**config.mk**
```make
export PLATFORM = sky130hd
export DESIGN_NAME = ppm_p6_stream_parser_flat
export DESIGN_NICKNAME = d
export VERILOG_FILES = /design/src/rtl/core/ppmp6_pkg.sv /design/src/rtl/core/ppmp6_ifs.sv /design/src/rtl/core/ppmp6_parse.sv /design/src/rtl/core/ppm_p6_stream_parser.sv /design/src/flat_wrapper.sv
export SDC_FILE = /design/constraint.sdc
export NUM_CORES = 1
export LEC_CHECK = 0
export BUFFER_PORTS_ARGS = -buffer_cell sky130_fd_sc_hd__buf_4
export CORE_AREA = 10 10 204 206
export CTS_CLUSTER_DIAMETER = 200
export CTS_CLUSTER_SIZE = 24
export DETAILED_ROUTE_END_ITERATION = 7
export DIE_AREA = 0 0 214 216
export GPL_TIMING_DRIVEN = 0
export PLACE_DENSITY = 0.79
export SYNTH_ARGS = -nofsm -noshare
export SYNTH_HDL_FRONTEND = slang
export SYNTH_HIERARCHICAL = 1
export SYNTH_SLANG_ARGS = --single-unit
```
**constraint.sdc**
```tcl
create_clock -name i_clk -period 12.3 [get_ports i_clk]
set_clock_uncertainty 0.05 [all_clocks]
set_input_delay 0.615 -clock i_clk [delete_from_list [all_inputs] [get_ports i_clk]]
set_output_delay 0.615 -clock i_clk [all_outputs]
set_load 0.03 [all_outputs]
```
**src/rtl/core/ppmp6_pkg.sv**
```systemverilog
// Package: shared types and constants of the PPM P6 stream parser.
package ppmp6_pkg;

    // Header characters
    localparam logic [7:0] CHAR_P    = 8'h50;
    localparam logic [7:0] CHAR_SIX  = 8'h36;
    localparam logic [7:0] CHAR_ZERO = 8'h30;
    localparam logic [7:0] CHAR_NINE = 8'h39;

    // Maximum sample value register width, saturates at all ones
    localparam int MAXV_BITS = 16;

    // Result kinds
    typedef enum logic [2:0] {
        KIND_PIXEL     = 3'd0,
        KIND_HEADER    = 3'd1,
        KIND_BAD_MAGIC = 3'd2,
        KIND_EXCESS    = 3'd3,
        KIND_END       = 3'd4
    } t_kind;

    // Parser phases, one-hot
    typedef enum logic [7:0] {
        PH_MAGIC0 = 8'b0000_0001,
        PH_MAGIC1 = 8'b0000_0010,
        PH_SKIP   = 8'b0000_0100,
        PH_WIDTH  = 8'b0000_1000,
        PH_HEIGHT = 8'b0001_0000,
        PH_MAXV   = 8'b0010_0000,
        PH_PIXEL  = 8'b0100_0000,
        PH_ERROR  = 8'b1000_0000
    } t_phase;

    // One result transaction
    typedef struct packed {
        t_kind        kind;
        logic [15:0]  pixel_x;
        logic [15:0]  pixel_y;
        logic [31:0]  pixel_index;
        logic [23:0]  pixel_word;
        logic [15:0]  image_width;
        logic [15:0]  image_height;
        logic [15:0]  max_value;
        logic         end_of_image;
    } t_result;

endpackage

```
**src/rtl/core/ppmp6_ifs.sv**
```systemverilog
// Interfaces: byte input channel and result output channel.
interface ppmp6_in_if;
    logic       valid;
    logic       ready;
    logic [7:0] data_byte;
    logic       last_byte;

    modport source (output valid, output data_byte, output last_byte, input ready);
    modport sink (input valid, input data_byte, input last_byte, output ready);
endinterface

interface ppmp6_out_if;
    logic        valid;
    logic        ready;
    logic [2:0]  kind;
    logic [15:0] pixel_x;
    logic [15:0] pixel_y;
    logic [31:0] pixel_index;
    logic [23:0] pixel_word;
    logic [15:0] image_width;
    logic [15:0] image_height;
    logic [15:0] max_value;
    logic        end_of_image;

    modport source (
        output valid, output kind, output pixel_x, output pixel_y, output pixel_index,
        output pixel_word, output image_width, output image_height, output max_value,
        output end_of_image, input ready
    );
    modport sink (
        input valid, input kind, input pixel_x, input pixel_y, input pixel_index,
        input pixel_word, input image_width, input image_height, input max_value,
        input end_of_image, output ready
    );
endinterface

```
**src/rtl/core/ppmp6_parse.sv**
```systemverilog
// Parser core: header/pixel state, one byte per step, combinational result.
module ppmp6_parse #(
    parameter int DIM_BITS = 16
) (
    input  logic                i_clk,
    input  logic                i_rst_n,
    input  logic                i_step,
    input  logic [7:0]          i_data_byte,
    input  logic                i_last_byte,
    output logic                o_emit,
    output ppmp6_pkg::t_result  o_res
);

    localparam int PW = 2 * DIM_BITS;

    ppmp6_pkg::t_phase     r_phase, w_phase, n_phase;
    logic [DIM_BITS-1:0]   r_width, w_width, n_width;
    logic [DIM_BITS-1:0]   r_height, w_height, n_height;
    logic [ppmp6_pkg::MAXV_BITS-1:0] r_maxv, w_maxv, n_maxv;
    logic [1:0]            r_byte_cnt, w_byte_cnt, n_byte_cnt;
    logic [7:0]            r_red, w_red, n_red;
    logic [7:0]            r_green, w_green, n_green;
    logic [DIM_BITS-1:0]   r_col, w_col, n_col;
    logic [DIM_BITS-1:0]   r_row, w_row, n_row;

    logic                  w_is_digit;
    logic [3:0]            w_digit;
    logic [DIM_BITS-1:0]   w_dim_src;
    logic [DIM_BITS+3:0]   w_dim_mac;
    logic [DIM_BITS-1:0]   w_dim_sat;
    logic [ppmp6_pkg::MAXV_BITS+3:0] w_maxv_mac;
    logic [ppmp6_pkg::MAXV_BITS-1:0] w_maxv_sat;
    logic [PW-1:0]         w_prod;
    logic [PW+31:0]        w_prod_ext;
    logic [DIM_BITS+31:0]  w_col_ext;
    logic [31:0]           w_index;
    logic [DIM_BITS:0]     w_col_inc;
    logic                  w_wrap;
    logic                  w_excess;
    logic                  w_have;
    ppmp6_pkg::t_kind      w_kind;
    logic [DIM_BITS+15:0]  w_x_ext, w_y_ext, w_w_ext, w_h_ext;

    // Digit decode
    always_comb begin
        w_is_digit = (i_data_byte inside {[ppmp6_pkg::CHAR_ZERO:ppmp6_pkg::CHAR_NINE]});
        w_digit    = 4'(i_data_byte - ppmp6_pkg::CHAR_ZERO);
    end

    // Decimal accumulate with saturation: acc * 10 + digit
    always_comb begin
        w_dim_src  = (r_phase == ppmp6_pkg::PH_WIDTH) ? r_width : r_height;
        w_dim_mac  = ({4'b0, w_dim_src} << 3) + ({4'b0, w_dim_src} << 1)
                   + (DIM_BITS+4)'(w_digit);
        w_dim_sat  = (|w_dim_mac[DIM_BITS+3:DIM_BITS]) ? '1 : w_dim_mac[DIM_BITS-1:0];
        w_maxv_mac = ({4'b0, r_maxv} << 3) + ({4'b0, r_maxv} << 1)
                   + (ppmp6_pkg::MAXV_BITS+4)'(w_digit);
        w_maxv_sat = (|w_maxv_mac[ppmp6_pkg::MAXV_BITS+3:ppmp6_pkg::MAXV_BITS]) ?
                     '1 : w_maxv_mac[ppmp6_pkg::MAXV_BITS-1:0];
    end

    // Pixel position: index = col + row * width, modulo 2^32
    always_comb begin
        w_prod     = PW'(r_row) * PW'(r_width);
        w_prod_ext = {32'b0, w_prod};
        w_col_ext  = {32'b0, r_col};
        w_index    = w_prod_ext[31:0] + w_col_ext[31:0];
        w_col_inc  = {1'b0, r_col} + 1'b1;
        w_wrap     = (w_col_inc >= {1'b0, r_width});
        w_excess   = (r_row >= r_height);
    end

    // Phase sequencing
    always_comb begin
        w_phase    = r_phase;
        w_width    = r_width;
        w_height   = r_height;
        w_maxv     = r_maxv;
        w_byte_cnt = r_byte_cnt;
        w_red      = r_red;
        w_green    = r_green;
        w_col      = r_col;
        w_row      = r_row;
        w_have     = 1'b0;
        w_kind     = ppmp6_pkg::KIND_END;
        case (r_phase)
            ppmp6_pkg::PH_MAGIC0: begin
                if (i_data_byte == ppmp6_pkg::CHAR_P) begin
                    w_phase = ppmp6_pkg::PH_MAGIC1;
                end else begin
                    w_phase = ppmp6_pkg::PH_ERROR;
                    w_kind  = ppmp6_pkg::KIND_BAD_MAGIC;
                    w_have  = 1'b1;
                end
            end
            ppmp6_pkg::PH_MAGIC1: begin
                if (i_data_byte == ppmp6_pkg::CHAR_SIX) begin
                    w_phase = ppmp6_pkg::PH_SKIP;
                end else begin
                    w_phase = ppmp6_pkg::PH_ERROR;
                    w_kind  = ppmp6_pkg::KIND_BAD_MAGIC;
                    w_have  = 1'b1;
                end
            end
            ppmp6_pkg::PH_SKIP: begin
                w_phase = ppmp6_pkg::PH_WIDTH;
            end
            ppmp6_pkg::PH_WIDTH: begin
                if (w_is_digit) w_width = w_dim_sat;
                else            w_phase = ppmp6_pkg::PH_HEIGHT;
            end
            ppmp6_pkg::PH_HEIGHT: begin
                if (w_is_digit) w_height = w_dim_sat;
                else            w_phase  = ppmp6_pkg::PH_MAXV;
            end
            ppmp6_pkg::PH_MAXV: begin
                if (w_is_digit) begin
                    w_maxv = w_maxv_sat;
                end else begin
                    w_phase = ppmp6_pkg::PH_PIXEL;
                    w_kind  = ppmp6_pkg::KIND_HEADER;
                    w_have  = 1'b1;
                end
            end
            ppmp6_pkg::PH_PIXEL: begin
                if (r_byte_cnt == 2'd0) begin
                    w_red      = i_data_byte;
                    w_byte_cnt = 2'd1;
                end else if (r_byte_cnt == 2'd1) begin
                    w_green    = i_data_byte;
                    w_byte_cnt = 2'd2;
                end else begin
                    w_byte_cnt = 2'd0;
                    w_have     = 1'b1;
                    w_kind     = w_excess ? ppmp6_pkg::KIND_EXCESS : ppmp6_pkg::KIND_PIXEL;
                    if (w_wrap) begin
                        w_col = '0;
                        if (r_row != '1) w_row = r_row + 1'b1;
                    end else begin
                        w_col = w_col_inc[DIM_BITS-1:0];
                    end
                end
            end
            default: begin
                // error phase: bytes ignored until the last one
            end
        endcase
    end

    // Last byte rearms the parser
    always_comb begin
        if (i_last_byte) begin
            n_phase    = ppmp6_pkg::PH_MAGIC0;
            n_width    = '0;
            n_height   = '0;
            n_maxv     = '0;
            n_byte_cnt = '0;
            n_red      = '0;
            n_green    = '0;
            n_col      = '0;
            n_row      = '0;
        end else begin
            n_phase    = w_phase;
            n_width    = w_width;
            n_height   = w_height;
            n_maxv     = w_maxv;
            n_byte_cnt = w_byte_cnt;
            n_red      = w_red;
            n_green    = w_green;
            n_col      = w_col;
            n_row      = w_row;
        end
    end

    always_ff @(posedge i_clk) begin
        if (!i_rst_n) begin
            r_phase    <= ppmp6_pkg::PH_MAGIC0;
            r_width    <= '0;
            r_height   <= '0;
            r_maxv     <= '0;
            r_byte_cnt <= '0;
            r_red      <= '0;
            r_green    <= '0;
            r_col      <= '0;
            r_row      <= '0;
        end else if (i_step) begin
            r_phase    <= n_phase;
            r_width    <= n_width;
            r_height   <= n_height;
            r_maxv     <= n_maxv;
            r_byte_cnt <= n_byte_cnt;
            r_red      <= n_red;
            r_green    <= n_green;
            r_col      <= n_col;
            r_row      <= n_row;
        end
    end

    // Result fields; pixel data only on a pixel result
    always_comb begin
        w_x_ext = {16'b0, r_col};
        w_y_ext = {16'b0, r_row};
        w_w_ext = {16'b0, w_width};
        w_h_ext = {16'b0, w_height};
        o_emit  = w_have || i_last_byte;
        o_res.kind         = w_kind;
        o_res.pixel_x      = '0;
        o_res.pixel_y      = '0;
        o_res.pixel_index  = '0;
        o_res.pixel_word   = '0;
        if (w_have && (w_kind == ppmp6_pkg::KIND_PIXEL)) begin
            o_res.pixel_x     = w_x_ext[15:0];
            o_res.pixel_y     = w_y_ext[15:0];
            o_res.pixel_index = w_index;
            o_res.pixel_word  = {i_data_byte, r_green, r_red};
        end
        o_res.image_width  = w_w_ext[15:0];
        o_res.image_height = w_h_ext[15:0];
        o_res.max_value    = w_maxv;
        o_res.end_of_image = i_last_byte;
    end

`ifndef SYNTHESIS
    // The last byte leaves the parser in its reset state
    a_rearm: assert property (@(posedge i_clk) disable iff (!i_rst_n)
        (i_step && i_last_byte) |=> (r_phase == ppmp6_pkg::PH_MAGIC0 && r_byte_cnt == 2'd0
                                     && r_col == '0 && r_row == '0 && r_width == '0))
        else $error("parser not rearmed after last byte");

    // Partial pixel bytes only exist in the pixel phase
    a_cnt_phase: assert property (@(posedge i_clk) disable iff (!i_rst_n)
        (r_byte_cnt != 2'd0) |-> (r_phase == ppmp6_pkg::PH_PIXEL && r_byte_cnt != 2'd3))
        else $error("pixel byte count outside pixel phase");

    // Column stays inside the image width
    a_col_range: assert property (@(posedge i_clk) disable iff (!i_rst_n)
        (r_width != '0) |-> (r_col < r_width))
        else $error("column beyond width");

    // A pixel result is only given for a row inside the image
    a_row_range: assert property (@(posedge i_clk) disable iff (!i_rst_n)
        (i_step && w_have && w_kind == ppmp6_pkg::KIND_PIXEL) |-> (r_row < r_height))
        else $error("pixel emitted past image height");
`endif

endmodule

```
**src/rtl/core/ppm_p6_stream_parser.sv**
```systemverilog
// Top level: PPM P6 byte stream parser with input and result registers.
//
//  channel | dir | modport     | payload
//  i_in    | in  | sink        | data_byte[7:0], last_byte
//  o_out   | out | source      | kind, pixel_x/y, pixel_index, pixel_word,
//          |     |             | image_width/height, max_value, end_of_image
//
// One byte per cycle sustained while no result is blocked; a taken byte goes to the input
// register, then through the parse step into the result register.
// The parse step holds the decimal multiply-by-ten and the row * width product.
// Reset is synchronous, active low, and clears all control state.
// A stalled result holds the output register; the input register keeps taking
// bytes that cause no result, and stops only when a result is blocked.
module ppm_p6_stream_parser #(
    parameter int DIM_BITS = 16
) (
    input  logic               i_clk,
    input  logic               i_rst_n,
    ppmp6_in_if.sink           i_in,
    ppmp6_out_if.source        o_out
);

    logic                r_in_valid;
    logic [7:0]          r_in_byte;
    logic                r_in_last;
    logic                r_out_valid;
    ppmp6_pkg::t_result  r_out;

    logic                w_emit;
    logic                w_out_free;
    logic                w_step;
    ppmp6_pkg::t_result  w_res;

    // A held byte advances when its result, if any, has a free slot
    assign w_out_free = !r_out_valid || o_out.ready;
    assign w_step     = r_in_valid && (w_out_free || !w_emit);
    assign i_in.ready = !r_in_valid || w_step;

    // Input register
    always_ff @(posedge i_clk) begin
        if (!i_rst_n) begin
            r_in_valid <= 1'b0;
        end else if (i_in.ready) begin
            r_in_valid <= i_in.valid;
        end
    end

    always_ff @(posedge i_clk) begin
        if (i_in.valid && i_in.ready) begin
            r_in_byte <= i_in.data_byte;
            r_in_last <= i_in.last_byte;
        end
    end

    ppmp6_parse #(
        .DIM_BITS (DIM_BITS)
    ) u_parse (
        .i_clk       (i_clk),
        .i_rst_n     (i_rst_n),
        .i_step      (w_step),
        .i_data_byte (r_in_byte),
        .i_last_byte (r_in_last),
        .o_emit      (w_emit),
        .o_res       (w_res)
    );

    // Result register
    always_ff @(posedge i_clk) begin
        if (!i_rst_n) begin
            r_out_valid <= 1'b0;
        end else if (w_out_free) begin
            r_out_valid <= w_step && w_emit;
        end
    end

    always_ff @(posedge i_clk) begin
        if (w_out_free && w_step && w_emit) begin
            r_out <= w_res;
        end
    end

    // Output channel
    assign o_out.valid        = r_out_valid;
    assign o_out.kind         = r_out.kind;
    assign o_out.pixel_x      = r_out.pixel_x;
    assign o_out.pixel_y      = r_out.pixel_y;
    assign o_out.pixel_index  = r_out.pixel_index;
    assign o_out.pixel_word   = r_out.pixel_word;
    assign o_out.image_width  = r_out.image_width;
    assign o_out.image_height = r_out.image_height;
    assign o_out.max_value    = r_out.max_value;
    assign o_out.end_of_image = r_out.end_of_image;

endmodule
```
**src/flat_wrapper.sv**
```systemverilog
// flat-port wrapper written by rule: the top's interface ports become plain ports
module ppm_p6_stream_parser_flat 
#(
    parameter int DIM_BITS = 16
)
  (i_clk, i_rst_n, i_in_valid, i_in_data_byte, i_in_last_byte, i_in_ready, o_out_valid, o_out_kind, o_out_pixel_x, o_out_pixel_y, o_out_pixel_index, o_out_pixel_word, o_out_image_width, o_out_image_height, o_out_max_value, o_out_end_of_image, o_out_ready);
  ppmp6_in_if i_in_i ();
  ppmp6_out_if o_out_i ();
  input  logic i_clk;
  input  logic i_rst_n;
  input wire logic [$bits(i_in_i.valid)-1:0] i_in_valid;
  input wire logic [$bits(i_in_i.data_byte)-1:0] i_in_data_byte;
  input wire logic [$bits(i_in_i.last_byte)-1:0] i_in_last_byte;
  output wire logic [$bits(i_in_i.ready)-1:0] i_in_ready;
  output wire logic [$bits(o_out_i.valid)-1:0] o_out_valid;
  output wire logic [$bits(o_out_i.kind)-1:0] o_out_kind;
  output wire logic [$bits(o_out_i.pixel_x)-1:0] o_out_pixel_x;
  output wire logic [$bits(o_out_i.pixel_y)-1:0] o_out_pixel_y;
  output wire logic [$bits(o_out_i.pixel_index)-1:0] o_out_pixel_index;
  output wire logic [$bits(o_out_i.pixel_word)-1:0] o_out_pixel_word;
  output wire logic [$bits(o_out_i.image_width)-1:0] o_out_image_width;
  output wire logic [$bits(o_out_i.image_height)-1:0] o_out_image_height;
  output wire logic [$bits(o_out_i.max_value)-1:0] o_out_max_value;
  output wire logic [$bits(o_out_i.end_of_image)-1:0] o_out_end_of_image;
  input wire logic [$bits(o_out_i.ready)-1:0] o_out_ready;
  assign i_in_i.valid = i_in_valid;
  assign i_in_i.data_byte = i_in_data_byte;
  assign i_in_i.last_byte = i_in_last_byte;
  assign i_in_ready = i_in_i.ready;
  assign o_out_valid = o_out_i.valid;
  assign o_out_kind = o_out_i.kind;
  assign o_out_pixel_x = o_out_i.pixel_x;
  assign o_out_pixel_y = o_out_i.pixel_y;
  assign o_out_pixel_index = o_out_i.pixel_index;
  assign o_out_pixel_word = o_out_i.pixel_word;
  assign o_out_image_width = o_out_i.image_width;
  assign o_out_image_height = o_out_i.image_height;
  assign o_out_max_value = o_out_i.max_value;
  assign o_out_end_of_image = o_out_i.end_of_image;
  assign o_out_i.ready = o_out_ready;
  ppm_p6_stream_parser #(.DIM_BITS(DIM_BITS)) u_core (.i_clk(i_clk), .i_rst_n(i_rst_n), .i_in(i_in_i), .o_out(o_out_i));
endmodule
```
==> impl_metrics.ini, run 1 <==
[outcome]
status = finished, final reports clean

[sta]
drv_slew = 0
worst_pin_slew_ns = 1.220
finalSetupViolCount = 0
tns_ns = 0
relSlewSlack = 0.1760
period_share = 0.6709
rsz0062_at_grt = false
whs_ns = 0.2335
finalCriticalPeriod_ns = 8.252
hold_viol = 0
clock.fmax_ghz = 0.1212

[drt]
wl_mm = 60.83
drt_iter0_markers = 1729
via_per_inst = 5.817
drc = 0
first_pass_iters = 5
wl_per_cell_um = 19.91
vias = 17770
ant_nets = 0

[power]
p_int_mw = 1.207
p_sw_frac = 0.2505
ir_drop_v = 0.00007376
powerDensity_mw_per_mm2 = 65.40
seq_power_share = 0.588
clkPwrFrac = 0.323
total_power_mw = 1.610
p_leak_nw = 11.11
power.switching_uw = 403.4
combPwrFrac = 0.089

[clocking]
tritoncts = yes
postCtsHoldBufs = 0
clock-sinks = 257
cts_resized = 0
clock_latency_ns = 0.52
clockBufferDepth = 3
cts_setup_buffers = 0
cts_root_buffer = clkbuf_16
path_clk_slew_ns = 0.11
h-tree-depth = 1
cts-buffers-inserted = 14

[synthesis]
synthCells = 2363
synth_top_area_frac = 0.2004
synth_area_per_cell_um2 = 9.448
synth_area_leaders = edfxtp_1, fa_1, ha_1, dfxtp_1, inv_1
ys.flop_type = edfxtp_1
ys_seq_elements = 257
synth_cell_type_count = 92
synth_edf_count = 149
syn_nets = 2792
synth_area_mm2 = 0.02233
yosys_warnings = 6
synth_area_leader_cell = edfxtp_1
ys_seq_area_frac = 0.2972
synth.most_common_cell = inv_1
synthArstFlopShare = 0
synth_common_cells = inv_1, nand2_1, nor2_1, fa_1, ha_1

[place]
dp.cells = 3032
gp_congestion = 0.9259
place.port_buffers = 154
placed_area_mm2 = 0.02421
hpwl_mm = 47.35

[final_layout]
drive_gt1_frac = 0.08923
final_area_mm2 = 0.02462
area_growth_pct = 10.27
finalNonFillerCells = 3055
nNetsFinal = 2966
antenna_cells = 0

[run]
maxCapViolations = 0

[global_route]
grt_usage = 0.2589
grt_pass1_vias = 18094
grt_max_degree = 38
grt_remaining_overflow = 0
grt_pass1_wl_mm = 96.68
antenna_found_initial = 0

[worst_setup_path]
endpoint_kind = flop
cp_data_arrival_time_ns = 8.43
rr_startpoint = u_core/u_parse/r_row[8]
path_class = reg -> reg
critPathLaunch = u_core/u_parse/r_row[8]
crit_fanout = 10
required_ns = 12.48
startpoint_type = flop

[floorplanning]
initial_utilization = 0.5970
io_pins = 155
dieArea_mm2 = 0.04622
fp.dieH_um = 216
rows = 71
core_mm2 = 0.03740
die_width_um = 214

[worst_hold_path]
min_from = i_in_last_byte
min_path_type = in -> reg
## kinds of logic (layout without fill, tap and decap cells)
logic type      after synthesis  after routing  share of synthesized area
simple gates                784            784                     0.1747
buf+inv                     454            635                    0.07958
fa+ha+maj                   416            416                     0.3051
compound gates              371            371                     0.1112
flops                       257            257                     0.2972
xor+xnor                     76             76                    0.02981
mux                           5              5                   0.002298
## worst max-delay path: stages (launching register included)
cell and delay [ns]:
dfxtp_1 0.43, clkbuf_1 0.59, clkbuf_1 0.58, nand2_1 0.19
fa_1 0.61, fa_1 0.45, fa_1 0.48, fa_1 0.50
inv_1 0.06, fa_1 0.53, inv_1 0.05, fa_1 0.53
inv_1 0.04, ha_1 0.35, a211o_1 0.30, a21oi_1 0.47
nor2_1 0.10, a21oi_1 0.35, a41oi_1 0.43, a221oi_1 0.45
o21ai_0 0.18, xnor2_1 0.17, nor2_1 0.05
## state kept, by name, summed over array words and instances (netlist names), 16 cells and up
name,cells
u_core/o_out.image_height,16
u_core/o_out.image_width,16
u_core/o_out.max_value,16
u_core/o_out.pixel_index,32
u_core/o_out.pixel_word,24
u_core/o_out.pixel_x,16
u_core/o_out.pixel_y,16
u_core/u_parse/r_col,16
u_core/u_parse/r_height,16
u_core/u_parse/r_maxv,16
u_core/u_parse/r_row,16
u_core/u_parse/r_width,16
## worst paths after layout
path	end	slack [ns]	depth (start not counted)
worst min register to register	u_core/u_parse/r_red[1]	0.46	2
worst min-delay path	u_core/r_in_last	0.23	1
worst max-delay path	u_core/o_out.pixel_index[30]	4.05	22
worst max register to register	u_core/o_out.pixel_index[30]	4.05	22
## power by group through the flow
| stage | Clock (mW) | Sequential, mW | Combinational [mW] |
|---|---|---|---|
| 3_5_place_dp | 0 | 0.966 | 0.144 |
| 5_1_grt | 0.555 | 0.949 | 0.151 |
| 3_3_place_gp | 0 | 0.973 | 0.138 |
| 4_1_cts | 0.530 | 0.946 | 0.144 |
| 2_1_floorplan | 0 | 1.02 | 0.0355 |
| 6_report | 0.521 | 0.946 | 0.143 |
## stage by stage
step / worst slack [ns] / utilization
after detailed placement: 4.108 / 0.6473
after global placement: 1.316 / 0.6450
after global routing: 3.680 / 0.6583
after CTS: 4.085 / 0.6583
after floorplan: 3.782 / -
final: 4.048 / 0.6583
## cells in the final DEF, fill, tap and decap left out, drive strengths merged, types with 6 or more instances in the layout
master,instances
a211oi,11
a21o,30
a21oi,97
a22o,32
a22oi,23
a31oi,15
and2,158
and3,14
buf,177
clkbuf,124
dfxtp,108
edfxtp,149
fa,214
ha,202
inv,333
nand2,234
nand2b,11
nand3,24
nand3b,6
nand4,14
nor2,224
nor2b,15
nor3,26
nor4,8
o21a,20
o21ai,81
o311ai,16
or3,24
or4,12
xnor2,49
xor2,27
## final cells by class
class	instances	area [µm²]
inverters	333	1250
clock inverters	1	8.758
repair buffers	158	1236
well taps	511	639.4
clock buffers	22	401.6
fillers	2933	12780
multi-input cells	1652	13920
plain buffers	121	526.8
flip-flops and latches	257	6636
## routing by layer
metal	global-route usage	vias up	routed length (µm)
met5	0	-	0
li1	-	8141	-
met4	0.08617	0	1992
met1	0.3382	8801	25400
met3	0.03888	116	4415
met2	0.4332	712	29020
(Power assumes the default switching activity.)
==> run 2, diff against run 1 <==
--- a/config.mk
+++ b/config.mk
@@ -6,13 +6,13 @@
 export NUM_CORES = 1
 export LEC_CHECK = 0
 export BUFFER_PORTS_ARGS = -buffer_cell sky130_fd_sc_hd__buf_4
-export CORE_AREA = 10 10 204 206
+export CORE_AREA = 10 10 209 211
 export CTS_CLUSTER_DIAMETER = 200
 export CTS_CLUSTER_SIZE = 24
 export DETAILED_ROUTE_END_ITERATION = 7
-export DIE_AREA = 0 0 214 216
+export DIE_AREA = 0 0 219 221
 export GPL_TIMING_DRIVEN = 0
-export PLACE_DENSITY = 0.79
+export PLACE_DENSITY = 0.78
 export SYNTH_ARGS = -nofsm -noshare
 export SYNTH_HDL_FRONTEND = slang
 export SYNTH_HIERARCHICAL = 1
==> constraint.sdc (replaced) <==
create_clock -name i_clk -period 7.15 [get_ports i_clk]
set_clock_uncertainty 0.05 [all_clocks]
set_input_delay 0.3575 -clock i_clk [delete_from_list [all_inputs] [get_ports i_clk]]
set_output_delay 0.3575 -clock i_clk [all_outputs]
set_load 0.03 [all_outputs]
==> run 2 against run 1 <==
  * Cell count is 0.52% higher
  * Register-to-register slack got worse by 3.9 ns
  * Clock-buffer cell count is 1 higher
  * Utilization fell by 2.9 points
  * Global-route usage is 1.3 points lower
  * Design area increased by 0.88%
  * Fmax is 18% higher
  * Sequential power up 72%
  * Combinational power grew 75%
  * Non-clock buffer count rose by 1
  * Critical path type unchanged
==> impl_metrics.ini, run 2 (synthesis gave the netlist of run 1 again) <==
[final_layout]
largest_reg_flops = 32
final_util = 0.6294
nNetsFinal = 2967
drive_gt1_frac = 0.1080
fillCellCount = 3283
area_growth_pct = 11.24
finalNonFillerCells = 3071
final_common_cell = inv_1
layout_common_cells = inv_1, nand2_1, nor2_1, fa_1, ha_1
antenna_cells = 0

[sta]
whs_ns = 0.04181
worst_pin_slew_ns = 1.104
period_share = 0.9745
setup_ws_ns = 0.1826
finalCriticalPeriod_ns = 6.967
relSlewSlack = 0.2641
drv_slew = 0
clock.fmax_ghz = 0.1435
hold_viol = 0
tns_ns = 0
finalSetupViolCount = 0
rsz0062_at_grt = true

[floorplanning]
rows = 73
io_pins = 155
fp.dieH_um = 221
dieArea_mm2 = 0.04840
core_mm2 = 0.03946
initial_utilization = 0.5658
die_width_um = 219

[drt]
drc = 0
wl_per_cell_um = 19.50
first_pass_iters = 5
drt_iter0_markers = 1480
via_per_inst = 5.795
ant_nets = 0
vias = 17796
wl_mm = 59.88

[power]
ir_drop_v = 0.0001895
powerDensity_mw_per_mm2 = 111.8
p_leak_nw = 11.30

[worst_setup_path]
cp_data_arrival_time_ns = 7.15
worst-path-buf-inv = 5
critPathSlowestCell = dfxtp_1
startpoint_type = flop
max_stage_delay_ns = 0.66
path_cells = clkbuf_2 > and2_1 > fa_1 > inv_1 > fa_1 > fa_1 > inv_1 > fa_1 > fa_1 > inv_1 > fa_1 > inv_1 > ha_1 > o21a_1 > a21oi_4 > nor2_1 > a21oi_2 > a41oi_4 > a221oi_2 > o21ai_0 > xnor2_1 > nor2_1
path_class = reg -> reg
r2r_cells = 22
r2r_end = u_core/o_out.pixel_index[30]
cp_top_family = adder cells
endpoint_kind = flop
r2r_slack_ns = 0.18
crit_fanout = 10
rr_startpoint = u_core/u_parse/r_width[4]
required_ns = 7.34
critPathLaunch = u_core/u_parse/r_width[4]
cpMostUsedCell = fa_1

[place]
dp.cells = 3046
hpwl_mm = 47.16
pre_cts_ws_ns = -1.008
gp_congestion = 0.9359
place.port_buffers = 154

[clocking]
clockBufferDepth = 3
cts_setup_buffers = 0
cts_root_buffer = clkbuf_16
cts-buffers-inserted = 14
clock-sinks = 257
h-tree-depth = 1
clock_latency_ns = 0.52
path_clk_slew_ns = 0.10
tritoncts = yes

[worst_hold_path]
min_from = i_in_valid
holdPathEnd = u_core/r_in_valid
min_path_type = in -> reg
min_path_cells = 3

[global_route]
grt_pass1_vias = 18041
grt_pass1_wl_mm = 96.14
grt_remaining_overflow = 0
antenna_found_initial = 0
grt_usage = 0.2462
grt_max_degree = 38

[outcome]
status = finished, final reports clean

[run]
maxCapViolations = 0
-- run 2: cell count changes in the layout (fill, tap and decap cells not counted), sizes merged --
cell	before	now
clkbuf	124	111
dlygate4sd3	0	9
buf	177	183
-- run 2: how the worst max path moves through the flow --
| stage | to | slack [ns] | cells after the start |
|---|---|---|---|
| floorplan | u_core/o_out.pixel_index[26] | 0.81 | 22 |
| global placement | u_core/o_out.pixel_index[30] | -0.88 | 22 |
| detailed placement | u_core/o_out.pixel_index[26] | -1.01 | 22 |
| CTS | u_core/o_out.pixel_index[30] | 0.003 | 21 |
| global route | u_core/o_out.pixel_index[30] | -0.01 | 22 |
| finish | u_core/o_out.pixel_index[30] | 0.18 | 22 |
-- run 2: per-layer routing --
metal | global-route usage | wire, µm | vias up
li1 | - | - | 8142
met1 | 0.3273 | 24990 | 8801
met2 | 0.4070 | 28540 | 719
met3 | 0.03506 | 4236 | 134
met4 | 0.07714 | 2108 | 0
met5 | 0 | 0 | -
-- run 2: where the power goes --
| part | internal, mW | leakage [nW] | switching (mW) |
|---|---|---|---|
| logic | 0.0790 | 8.85 | 0.171 |
| registers | 1.61 | 2.25 | 0.0216 |
| clock network | 0.398 | 0.199 | 0.501 |
-- run 2: worst register-to-register path, cell delays in order, from the launching register on --
cell,delay (ns)
dfxtp_1,0.66
clkbuf_2,0.41
and2_1,0.21
fa_1,0.42
inv_1,0.10
fa_1,0.42
fa_1,0.51
inv_1,0.04
fa_1,0.48
fa_1,0.56
inv_1,0.06
fa_1,0.53
inv_1,0.04
ha_1,0.35
o21a_1,0.24
a21oi_4,0.26
nor2_1,0.09
a21oi_2,0.28
a41oi_4,0.25
a221oi_2,0.34
o21ai_0,0.16
xnor2_1,0.17
nor2_1,0.05
-- run 2: timing repair --
item	in CTS	in global routing
hold endpoints to repair	9	0
hold buffers	9	0
resized for setup	35	59
endpoints found under the setup margin	14	10
-- run 2: cell type report --
class	instances	area, µm²	area share
clock inverter	1	8.758	0.0003526
buffer	113	579.3	0.02332
timing repair buffer	167	1326	0.05340
multi-input combinational	1652	13970	0.5625
tap	525	656.9	0.02645
clock buffer	23	405.4	0.01632
sequential	257	6640	0.2674
inverter	333	1250	0.05033
-- run 2: through the flow --
step / cell area, µm² / total power, mW
after floorplan: 22330 / 1.804
after global placement: 24140 / 1.905
after detailed placement: 24230 / 1.909
after CTS: 24780 / 2.799
after global routing: 24840 / 2.859
final: 24840 / 2.776
==> run 3, diff against run 2 <==
--- a/config.mk
+++ b/config.mk
@@ -12,7 +12,7 @@
 export DETAILED_ROUTE_END_ITERATION = 7
 export DIE_AREA = 0 0 219 221
 export GPL_TIMING_DRIVEN = 0
-export PLACE_DENSITY = 0.78
+export PLACE_DENSITY_LB_ADDON = 0.2
 export SYNTH_ARGS = -nofsm -noshare
 export SYNTH_HDL_FRONTEND = slang
 export SYNTH_HIERARCHICAL = 1
==> run 3 against run 2 <==
  * Routed wire length rose by 0.85%
  * Register-to-register slack better by 0.12 ns
  * First-iteration DRC count down 2.3%
  * Power is 0.24% higher
  * Critical path type unchanged
  * Largest cell class unchanged
==> impl_metrics.ini, run 3 (synthesis gave the netlist of run 1 again) <==
[final_layout]
multiInputGateArea_mm2 = 0.01397
largest_reg_flops = 32
nNetsFinal = 2966
seqCellArea_mm2 = 0.006644
layout_common_cells = inv_1, nand2_1, nor2_1, fa_1, ha_1
antenna_cells = 0
final_common_cell = inv_1
drive_gt1_frac = 0.1100
fillCellCount = 3369
area_growth_pct = 11.26
final_area_mm2 = 0.02484

[worst_setup_path]
critPathSlowestCell = fa_1
r2r_slack_ns = 0.30
startpoint_type = flop
r2r_cells = 22
r2r_end = u_core/o_out.pixel_index[26]
required_ns = 7.34
path_class = reg -> reg
critPathLaunch = u_core/u_parse/r_row[11]
max_stage_delay_ns = 0.55
endpoint_kind = flop
cp_data_arrival_time_ns = 7.04
rr_startpoint = u_core/u_parse/r_row[11]
cpMostUsedCell = fa_1
crit_fanout = 10
path_cells = clkbuf_2 > clkbuf_4 > nand2_1 > fa_1 > fa_1 > fa_1 > inv_1 > fa_1 > fa_1 > inv_1 > fa_1 > inv_1 > ha_1 > o21a_1 > a21oi_4 > nor2_1 > a21oi_2 > a41oi_4 > a221oi_2 > nor2b_1 > xor2_1 > nor2_1

[run]
maxCapViolations = 0

[sta]
rsz0062_at_grt = false
hold_viol = 0
period_share = 0.9579
relSlewSlack = 0.2505
tns_ns = 0
finalSetupViolCount = 0
finalCriticalPeriod_ns = 6.849
clock.fmax_ghz = 0.1460
worst_pin_slew_ns = 1.124
drv_slew = 0

[outcome]
status = finished, final reports clean

[place]
placed_area_mm2 = 0.02423
gp_congestion = 0.9356
place.port_buffers = 154
hpwl_mm = 47.16

[drt]
drt_iter0_markers = 1446
vias = 17645
via_per_inst = 5.748
wl_mm = 60.39
wl_per_cell_um = 19.67
drc = 0
first_pass_iters = 5
ant_nets = 0

[clocking]
path_clk_slew_ns = 0.12
clock_latency_ns = 0.53
tritoncts = yes
clockBufferDepth = 3
clock-sinks = 257
cts_setup_buffers = 0
cts_root_buffer = clkbuf_16
cts-buffers-inserted = 14
h-tree-depth = 1

[floorplanning]
rows = 73
io_pins = 155
die_width_um = 219
core_mm2 = 0.03946
fp.dieH_um = 221
initial_utilization = 0.5658
dieArea_mm2 = 0.04840

[power]
ir_drop_v = 0.0001229
powerDensity_mw_per_mm2 = 112.0
total_power_mw = 2.783
p_leak_nw = 11.31

[worst_hold_path]
min_path_cells = 3
holdPathEnd = u_core/r_in_valid
min_from = i_in_valid
min_path_type = in -> reg

[global_route]
grt_pass1_wl_mm = 95.59
antenna_found_initial = 0
grt_max_degree = 39
grt_remaining_overflow = 0
grt_pass1_vias = 17628
grt_usage = 0.2464
## run 3: changes by cell type in the layout (fill, tap and decap cells not counted), moves of 2 or more
cell,previous run,this run
dfxtp_1,105,102
dfxtp_2,3,6
clkbuf_1,63,61
buf_4,160,158
clkbuf_2,23,26
## run 3: power breakdown
part           total [mW]  switching [mW]  internal (mW)
clock               0.905           0.507          0.397
sequential           1.63          0.0210           1.61
combinational       0.252           0.172         0.0796
total                2.78           0.700           2.08
## run 3: layer usage
layer	vias up	GRT usage	wire length (µm)
li1	8147	-	-
met1	8733	0.3299	25540
met2	654	0.4076	28800
met3	111	0.03888	4449
met4	0	0.06362	1600
met5	-	0	0
## run 3: final cells by class
| type | count | area share |
|---|---|---|
| buffer | 112 | 0.02302 |
| clock inverter | 1 | 0.0003526 |
| timing repair buffer | 167 | 0.05369 |
| clock buffer | 23 | 0.01632 |
| inverter | 333 | 0.05032 |
| sequential | 257 | 0.2675 |
| multi-input combinational | 1652 | 0.5624 |
| tap | 525 | 0.02644 |
## run 3: through the flow
| stage | utilization | hold slack, ns | cells | setup WS [ns] |
|---|---|---|---|---|
| after global placement | 0.6118 | 0.4310 | 3042 | -0.8938 |
| final | 0.6295 | 0.05618 | 3070 | 0.3011 |
| after global routing | 0.6295 | 0.05538 | 3070 | 0.01459 |
| after CTS | 0.6280 | 0.03745 | 3074 | 0.02176 |
| after floorplan | - | 0.4064 | 2363 | 0.8111 |
| after detailed placement | 0.6142 | 0.4408 | 3046 | -1.011 |
## run 3: worst max-delay path by stage
stage,endpoint,slack [ns],cells past startpoint
after floorplan,u_core/o_out.pixel_index[26],0.81,22
after detailed placement,u_core/o_out.pixel_index[26],-1.01,22
after global routing,u_core/o_out.pixel_index[26],0.01,24
after global placement,u_core/o_out.pixel_index[26],-0.89,22
after CTS,u_core/o_out.pixel_index[24],0.02,23
final,u_core/o_out.pixel_index[26],0.30,22
## run 3: worst max-delay path: cells and delay by family, from the launching register on
| family | cells | cell delay [ns] |
|---|---|---|
| XOR/XNOR | 1 | 0.16 |
| adder cells (fa/ha/maj) | 7 | 3.37 |
| AO/OA/AOI/OAI | 5 | 1.29 |
| AND/OR/NAND/NOR | 4 | 0.43 |
| buffers and inverters | 5 | 0.80 |
| flip-flops | 1 | 0.43 |
## run 3: repair_timing
action	in CTS	in global routing
pin swaps	0	0
setup endpoints to repair	14	10
hold buffers	9	0
hold endpoints to repair	9	0
gates cloned	0	0
gates resized for setup	32	65
